[src/rtl/core/lps_pkg.sv]
// ----------------------------------------------------------------------------
// lps_pkg - shared types and constants of the LED pattern sequencer
// Command codes, field widths and the constant pattern table.
// ----------------------------------------------------------------------------
`default_nettype none

package lps_pkg;

    localparam int OP_W         = 2;
    localparam int PAT_W        = 3;
    localparam int STEP_W       = 3;
    localparam int LED_W        = 3;
    localparam int MS_W         = 10;
    localparam int NUM_PATTERNS = 6;
    localparam int MAX_STEPS    = 6;

    localparam logic [MS_W-1:0] ELAPSED_MAX = '1;

    // LED bit positions inside a level vector
    localparam int LED_RED    = 0;
    localparam int LED_YELLOW = 1;
    localparam int LED_GREEN  = 2;

    typedef enum logic [OP_W-1:0] {
        OP_TICK  = 2'd0,
        OP_START = 2'd1,
        OP_STOP  = 2'd2,
        OP_SET   = 2'd3
    } t_op;

    typedef logic [LED_W-1:0]  t_leds;
    typedef logic [MS_W-1:0]   t_ms;
    typedef logic [STEP_W-1:0] t_step;
    typedef logic [PAT_W-1:0]  t_pat;

    localparam t_step STEP_COUNT [NUM_PATTERNS] = '{
        3'd4, 3'd6, 3'd5, 3'd6, 3'd6, 3'd6
    };

    localparam t_leds STEP_LEVELS [NUM_PATTERNS][MAX_STEPS] = '{
        '{3'b001, 3'b000, 3'b011, 3'b000, 3'b000, 3'b000},
        '{3'b001, 3'b010, 3'b100, 3'b011, 3'b110, 3'b111},
        '{3'b001, 3'b011, 3'b010, 3'b010, 3'b000, 3'b000},
        '{3'b001, 3'b011, 3'b010, 3'b110, 3'b100, 3'b000},
        '{3'b111, 3'b000, 3'b101, 3'b000, 3'b010, 3'b000},
        '{3'b011, 3'b000, 3'b011, 3'b000, 3'b111, 3'b000}
    };

    localparam t_ms STEP_MS [NUM_PATTERNS][MAX_STEPS] = '{
        '{10'd150, 10'd100, 10'd150, 10'd100, 10'd0,   10'd0  },
        '{10'd300, 10'd300, 10'd300, 10'd200, 10'd200, 10'd300},
        '{10'd800, 10'd600, 10'd800, 10'd400, 10'd400, 10'd0  },
        '{10'd500, 10'd400, 10'd500, 10'd400, 10'd500, 10'd300},
        '{10'd80,  10'd50,  10'd100, 10'd50,  10'd100, 10'd50 },
        '{10'd200, 10'd300, 10'd200, 10'd300, 10'd150, 10'd500}
    };

    // Pattern numbers run from 1; table rows from 0
    function automatic logic pattern_ok(input t_pat id);
        return (id >= 3'd1) && (id <= 3'(NUM_PATTERNS));
    endfunction

    function automatic t_step step_count(input t_pat row);
        t_step cnt;
        cnt = '0;
        if (row < 3'(NUM_PATTERNS)) begin
            cnt = STEP_COUNT[row];
        end
        return cnt;
    endfunction

    function automatic t_leds step_levels(input t_pat row, input t_step idx);
        t_leds lv;
        lv = '0;
        if ((row < 3'(NUM_PATTERNS)) && (idx < 3'(MAX_STEPS))) begin
            lv = STEP_LEVELS[row][idx];
        end
        return lv;
    endfunction

    function automatic t_ms step_ms(input t_pat row, input t_step idx);
        t_ms ms;
        ms = '0;
        if ((row < 3'(NUM_PATTERNS)) && (idx < 3'(MAX_STEPS))) begin
            ms = STEP_MS[row][idx];
        end
        return ms;
    endfunction

endpackage

`default_nettype wire

[src/rtl/core/led_pattern_sequencer.sv]
// ----------------------------------------------------------------------------
// led_pattern_sequencer - three-LED looping pattern sequencer
// Steps red, yellow and green LEDs through six fixed patterns on 1 ms ticks;
// also takes start, stop and direct-set commands. One result per item.
// ----------------------------------------------------------------------------
//
//  channel | direction | handshake               | payload
//  --------+-----------+-------------------------+------------------------------
//  in      | to block  | i_in_valid / o_in_ready | i_op, i_pattern_id, i_*_in
//  out     | from block| o_out_valid/i_out_ready | o_*_out, o_running,
//          |           |                         | o_bad_pattern
//
//  An item is registered on acceptance in the input register; table lookup and
//  counter logic then update the sequencer state and load the result register.
//  One item per cycle is sustained while the output is not stalled.
//  The state update and the result register share one load enable.
//  i_rst_n is synchronous, active low; it clears both stages' valid flags and
//  all sequencer state. A stalled output holds its result; the input stage keeps
//  accepting until it also holds an item.
// ----------------------------------------------------------------------------
`default_nettype none

module led_pattern_sequencer (
    input  wire logic                     i_clk,
    input  wire logic                     i_rst_n,
    // input channel
    input  wire logic                     i_in_valid,
    output logic                          o_in_ready,
    input  wire logic [lps_pkg::OP_W-1:0] i_op,
    input  wire logic [lps_pkg::PAT_W-1:0] i_pattern_id,
    input  wire logic                     i_red_in,
    input  wire logic                     i_yellow_in,
    input  wire logic                     i_green_in,
    // output channel
    output logic                          o_out_valid,
    input  wire logic                     i_out_ready,
    output logic                          o_red_out,
    output logic                          o_yellow_out,
    output logic                          o_green_out,
    output logic                          o_running,
    output logic                          o_bad_pattern
);

    // input register
    logic                 r_in_valid;
    lps_pkg::t_op         r_op;
    lps_pkg::t_pat        r_pattern_id;
    lps_pkg::t_leds       r_set_leds;

    // sequencer state
    lps_pkg::t_leds       r_leds,    n_leds;
    logic                 r_seq,     n_seq;
    lps_pkg::t_pat        r_pat,     n_pat;
    lps_pkg::t_step       r_step,    n_step;
    lps_pkg::t_ms         r_elapsed, n_elapsed;

    // result register
    logic                 r_out_valid;
    lps_pkg::t_leds       r_res_leds;
    logic                 r_res_running;
    logic                 r_res_bad, n_bad;

    logic                 out_free;
    logic                 work_en;

    // tick datapath
    lps_pkg::t_pat        pat_row;
    lps_pkg::t_step       pat_cnt;
    lps_pkg::t_step       cur_step;
    lps_pkg::t_step       inc_step;
    lps_pkg::t_step       nxt_step;
    lps_pkg::t_ms         elapsed_inc;
    logic                 step_done;
    lps_pkg::t_pat        start_row;

    // Output register frees when empty or taken this cycle
    assign out_free   = !r_out_valid || i_out_ready;
    assign work_en    = r_in_valid && out_free;
    assign o_in_ready = !r_in_valid || out_free;

    // Input stage: take a new item whenever the stage empties or moves on
    always_ff @(posedge i_clk) begin
        if (!i_rst_n) begin
            r_in_valid <= 1'b0;
        end else if (o_in_ready) begin
            r_in_valid <= i_in_valid;
        end
    end

    always_ff @(posedge i_clk) begin
        if (i_in_valid && o_in_ready) begin
            r_op         <= lps_pkg::t_op'(i_op);
            r_pattern_id <= i_pattern_id;
            r_set_leds   <= {i_green_in, i_yellow_in, i_red_in};
        end
    end

    // Current step lookup; an out-of-range index is treated as step 0
    assign pat_row     = r_pat - 3'd1;
    assign pat_cnt     = lps_pkg::step_count(pat_row);
    assign cur_step    = (r_step >= pat_cnt) ? '0 : r_step;
    assign inc_step    = cur_step + 3'd1;
    assign nxt_step    = (inc_step >= pat_cnt) ? '0 : inc_step;
    // Saturate the elapsed count at its top value
    assign elapsed_inc = (r_elapsed < lps_pkg::ELAPSED_MAX) ? r_elapsed + 10'd1 : r_elapsed;
    assign step_done   = elapsed_inc >= lps_pkg::step_ms(pat_row, cur_step);
    assign start_row   = r_pattern_id - 3'd1;

    always_comb begin
        n_leds    = r_leds;
        n_seq     = r_seq;
        n_pat     = r_pat;
        n_step    = r_step;
        n_elapsed = r_elapsed;
        n_bad     = 1'b0;
        case (r_op)
            lps_pkg::OP_TICK: begin
                if (r_seq) begin
                    if (!lps_pkg::pattern_ok(r_pat)) begin
                        // drop a corrupt pattern number
                        n_seq = 1'b0;
                    end else if (step_done) begin
                        n_step    = nxt_step;
                        n_leds    = lps_pkg::step_levels(pat_row, nxt_step);
                        n_elapsed = '0;
                    end else begin
                        n_step    = cur_step;
                        n_elapsed = elapsed_inc;
                    end
                end
            end
            lps_pkg::OP_START: begin
                if (lps_pkg::pattern_ok(r_pattern_id)) begin
                    n_pat     = r_pattern_id;
                    n_step    = '0;
                    n_elapsed = '0;
                    n_seq     = 1'b1;
                    n_leds    = lps_pkg::step_levels(start_row, '0);
                end else begin
                    n_seq = 1'b0;
                    n_bad = 1'b1;
                end
            end
            lps_pkg::OP_STOP: begin
                n_seq = 1'b0;
            end
            lps_pkg::OP_SET: begin
                n_leds = r_set_leds;
            end
            default: begin
                n_leds = r_leds;
            end
        endcase
    end

    // State and result advance together, once per item
    always_ff @(posedge i_clk) begin
        if (!i_rst_n) begin
            r_leds    <= '0;
            r_seq     <= 1'b0;
            r_pat     <= '0;
            r_step    <= '0;
            r_elapsed <= '0;
        end else if (work_en) begin
            r_leds    <= n_leds;
            r_seq     <= n_seq;
            r_pat     <= n_pat;
            r_step    <= n_step;
            r_elapsed <= n_elapsed;
        end
    end

    always_ff @(posedge i_clk) begin
        if (!i_rst_n) begin
            r_out_valid <= 1'b0;
        end else if (out_free) begin
            r_out_valid <= r_in_valid;
        end
    end

    always_ff @(posedge i_clk) begin
        if (work_en) begin
            r_res_leds    <= n_leds;
            r_res_running <= n_seq;
            r_res_bad     <= n_bad;
        end
    end

    assign o_out_valid   = r_out_valid;
    assign o_red_out     = r_res_leds[lps_pkg::LED_RED];
    assign o_yellow_out  = r_res_leds[lps_pkg::LED_YELLOW];
    assign o_green_out   = r_res_leds[lps_pkg::LED_GREEN];
    assign o_running     = r_res_running;
    assign o_bad_pattern = r_res_bad;

endmodule

`default_nettype wire

[config.mk]
export PLATFORM = sky130hd
export DESIGN_NAME = led_pattern_sequencer
export DESIGN_NICKNAME = d
export VERILOG_FILES = /design/src/rtl/core/lps_pkg.sv /design/src/rtl/core/led_pattern_sequencer.sv
export SDC_FILE = /design/constraint.sdc
export NUM_CORES = 1
export LEC_CHECK = 0
export CAP_MARGIN = 20
export CELL_PAD_IN_SITES_DETAIL_PLACEMENT = 2
export CELL_PAD_IN_SITES_GLOBAL_PLACEMENT = 2
export CORE_UTILIZATION = 35
export DETAILED_ROUTE_END_ITERATION = 10
export DONT_BUFFER_PORTS = 1
export GPL_ROUTABILITY_DRIVEN = 0
export PLACE_DENSITY = 0.75
export SYNTH_ARGS = -nofsm -noshare
export SYNTH_HDL_FRONTEND = slang
export SYNTH_SLANG_ARGS = --single-unit
[constraint.sdc]
create_clock -name i_clk -period 5.3 [get_ports i_clk]
set_clock_uncertainty 0.15 [all_clocks]
set_input_delay 0.53 -clock i_clk [delete_from_list [all_inputs] [get_ports i_clk]]
set_output_delay 0.53 -clock i_clk [all_outputs]
set_load 0.01 [all_outputs]
==> impl_metrics.tcl <==
set metrics [dict create \
    end_kind "register" \
    drv_cap 0 \
    die_h_microns 96.8 \
    seq_power_share_pct 49.4 \
    top_usage_layer "met2" \
    synth_edf_count 13 \
    p_sw_uw 185 \
    synthAdderAreaFrac_pct 10.3 \
    core_sq_um 8720 \
    fp-row-count 34 \
    synth_compound_area_share_pct 30.3 \
    clk_path_buf_depth 2 \
    cts.sinks 35 \
    antenna_left 0 \
    numCtsBuffers 5 \
    synth_top_family_by_area "compound AO/OA/AOI/OAI gates" \
    yosysSeqAreaShare_pct 26.4 \
    hpwl_mm 8.61 \
    p_comb_share_pct 17.6 \
    drc 0 \
    fin_tns_setup_ns 0 \
    cts_tree "built" \
    clk_pin_slew_worst_paths_ns 0.08 \
    p_int_uw 419 \
    cpPeakStageDelay_ns 0.56 \
    avgSynthCellArea_sq_um 7.87 \
    worst_pin_slew_ns 0.744 \
    crit_path_cell_trace "inv_1 > ha_1 > inv_1 > ha_2 > or4b_4 > a311oi_4 > o21ai_2 > buf_4 > a31oi_1 > a211oi_1 > o21ai_1 > ha_1 > and4_1 > nor2b_1 > a2111oi_4 > a21o_1 > a311oi_4 > nor3_1 > a221oi_2 > o21a_1" \
    area_growth_pct 12.9 \
    maxSlewHeadroom_pct 50.0 \
    use_met3_pct 2.82 \
    die_area_sq_um 9370 \
    grt_overflow 0 \
    final.period_utilization_pct 96.9 \
    cp_slowest_cell "or4b_4" \
    h-tree-depth 2 \
    synthMuxAreaShare_pct 3.34 \
    drt_pass1_iterations 4 \
    crit_required_ns 5.20 \
    clkPwrFrac_pct 32.9 \
    drtIter0Drc 106 \
    grt_usage_pct 24.2 \
    synth_ff_type "dfxtp_1" \
    drv_slew 0 \
    insertion_delay_ns 0.30 \
    grt_max_degree 23 \
    yosysWarnings 0 \
    diodes 0 \
    start_util_pct 36.1 \
    ys_async_sr_fraction_pct 0 \
    leakagePower_uw 0.00129 \
    synth_area_sq_um 3150 \
    fmax_mhz 195 \
    met1_usage_pct 30.7 \
    nets 446 \
    wl_per_cell_microns 22.6 \
    synthDistinctLibCells 69 \
    irDropWorstVdd_v 0.000139 \
    grt_pass1_vias 3376 \
    io_pins 19 \
    setup_violations 0 \
    grt_pass1_wl_mm 18.0 \
    nFillCells 985 \
    antenna_found_initial 0 \
    portBuffers 0 \
    use_met2_pct 42.8 \
    powerDensity_nw_per_um2 170 \
    cp-start-kind "register" \
    fin_crit_ns 5.13 \
    wl_mm 11.7 \
    synth_seq_cells 35 \
    vias_per_cell 6.16 \
    cts-hold-fix-buffers 0 \
    worstHoldPathType "input port to register" \
    hold_viol 0 \
    synthCells 400 \
    drive_gt1_share_pct 15.2 \
    crit_path_max_fanout 6 \
    crit_type "register to register" \
    num_vias 3186 \
    yosys.area_share.xor_xnor_pct 1.39 \
    arrival_ns 5.04 \
    dieWidth_microns 96.8 \
    status "finished, final reports clean" \
    yosys.area_share.simple_pct 23.1 \
    syn_nets 438 \
    switching_share_pct 30.6 \
    cts_root_buffer "clkbuf_8" \
    holdWs_ns 0.171 \
]
## cells in the mapped netlist, types with 2 or more instances
cell type / number / area [sq um]
nor2_1: 54 / 203
nand2_1: 35 / 131
o21ai_0: 31 / 155
ha_1: 26 / 325
dfxtp_1: 22 / 440
a21oi_1: 21 / 105
clkbuf_1: 20 / 75.1
inv_1: 18 / 67.6
a22oi_1: 15 / 113
edfxtp_1: 13 / 390
nor3_1: 13 / 65.1
nand3_1: 10 / 50.1
nand2b_1: 9 / 56.3
mux2i_1: 6 / 60.1
nor2b_1: 6 / 37.5
o211ai_1: 6 / 45.0
a211oi_1: 5 / 37.5
a21o_1: 5 / 37.5
a31oi_1: 5 / 31.3
mux2_2: 4 / 45.0
o21a_1: 4 / 30.0
a2111oi_0: 3 / 26.3
a311oi_1: 3 / 26.3
nand3b_1: 3 / 22.5
nand4_1: 3 / 18.8
o31ai_1: 3 / 22.5
xnor2_1: 3 / 26.3
a221oi_2: 2 / 30.0
a311oi_2: 2 / 30.0
a32oi_1: 2 / 17.5
and2_1: 2 / 12.5
and4_1: 2 / 17.5
buf_2: 2 / 10.0
o221a_2: 2 / 22.5
o311a_1: 2 / 20.0
or2_2: 2 / 12.5
or3b_2: 2 / 17.5
or4_1: 2 / 15.0
xor2_1: 2 / 17.5
## layout make-up
class	count	area, sq um	share of cell area, %
Clock buffer	5	68.8	1.94
Clock inverter	3	20.0	0.563
Inverter	19	71.3	2.01
Multi-Input combinational cell	323	2230	62.7
Sequential cell	35	831	23.4
Tap cell	108	135	3.80
Timing Repair Buffer	24	200	5.63
## critical path: cells and delay by family (launching register included)
family,cells,cell delay (ns)
adder cells (fa/ha/maj),3,0.87
flip-flops,1,0.37
buffers and inverters,3,0.39
AO/OA/AOI/OAI,10,1.91
AND/OR/NAND/NOR,4,1.21
## registers in the layout, indices dropped and copies added, names as in the netlist, 2 cells and up
name          count
r_res_leds        3
r_pattern_id      3
r_set_leds        3
r_elapsed        10
r_op              2
r_leds            3
r_pat             3
r_step            3
## cells by family (layout without fill, tap and decap cells)
group,Yosys count,in the layout
DFF,35,35
buffers and inverters,42,51
AOI/OAI and AO/OA,131,131
muxes,10,10
adders and majority gates,26,26
xor gates and xnor gates,5,5
and+or+nand+nor,151,151
## power groups by stage
| stage | Combinational (uW) | Sequential, uW | Clock (uW) |
|---|---|---|---|
| 4_1_cts | 101 | 299 | 203 |
| 2_1_floorplan | 71.6 | 300 | 0 |
| 3_3_place_gp | 93.1 | 304 | 0 |
| 3_5_place_dp | 98.9 | 305 | 0 |
| 6_report | 107 | 298 | 199 |
| 5_1_grt | 116 | 300 | 216 |
## final timing paths
kind	from	to	slack, ns	cells past startpoint
worst max-delay path	r_pat[0]$_SDFFE_PN0P_	r_res_leds[2]$_DFFE_PP_	0.17	20
worst min-delay path	i_pattern_id[1]	r_pattern_id[1]$_DFFE_PP_	0.17	0
worst max register to register	r_pat[0]$_SDFFE_PN0P_	r_res_leds[2]$_DFFE_PP_	0.17	20
worst min register to register	r_elapsed[1]$_SDFFE_PN0P_	r_elapsed[1]$_SDFFE_PN0P_	0.37	2
## layer usage
metal  vias up  share of wire, %
li1       1498                 -
met1      1604                44
met2        61                50
met3        23               2.9
met4         0               2.9
met5         -                 0
## through the flow
step	worst slack (ns)	area, sq um	utilization (%)	power, uW	instances
6_report	0.165	3550	40.7	604	517
4_1_cts	0.00685	3450	39.5	603	512
3_5_place_dp	-0.209	3340	38.3	403	504
3_3_place_gp	-0.0584	3340	38.3	397	504
5_1_grt	-0.0942	3550	40.7	632	517
2_1_floorplan	0.0851	3150	-	372	400
## timing repair
action,CTS,global route
pin swaps,0,8
setup buffers,0,5
gates resized for setup,6,15
endpoints found under the setup margin,19,19
cloned,0,0
## cells in the final DEF (no fill, tap or decap), drive strengths merged, types with 9 or more instances in the layout
| cell type | synthesis | final |
|---|---|---|
| ha | 26 | 26 |
| edfxtp | 13 | 13 |
| nand2 | 35 | 35 |
| nor2 | 54 | 54 |
| a22oi | 15 | 15 |
| buf | 3 | 24 |
| nor3 | 14 | 14 |
| nand3 | 10 | 10 |
| inv | 18 | 18 |
| a21oi | 22 | 22 |
| nand2b | 9 | 9 |
| o21ai | 33 | 33 |
| dfxtp | 22 | 22 |
(Power assumes the default switching activity.)
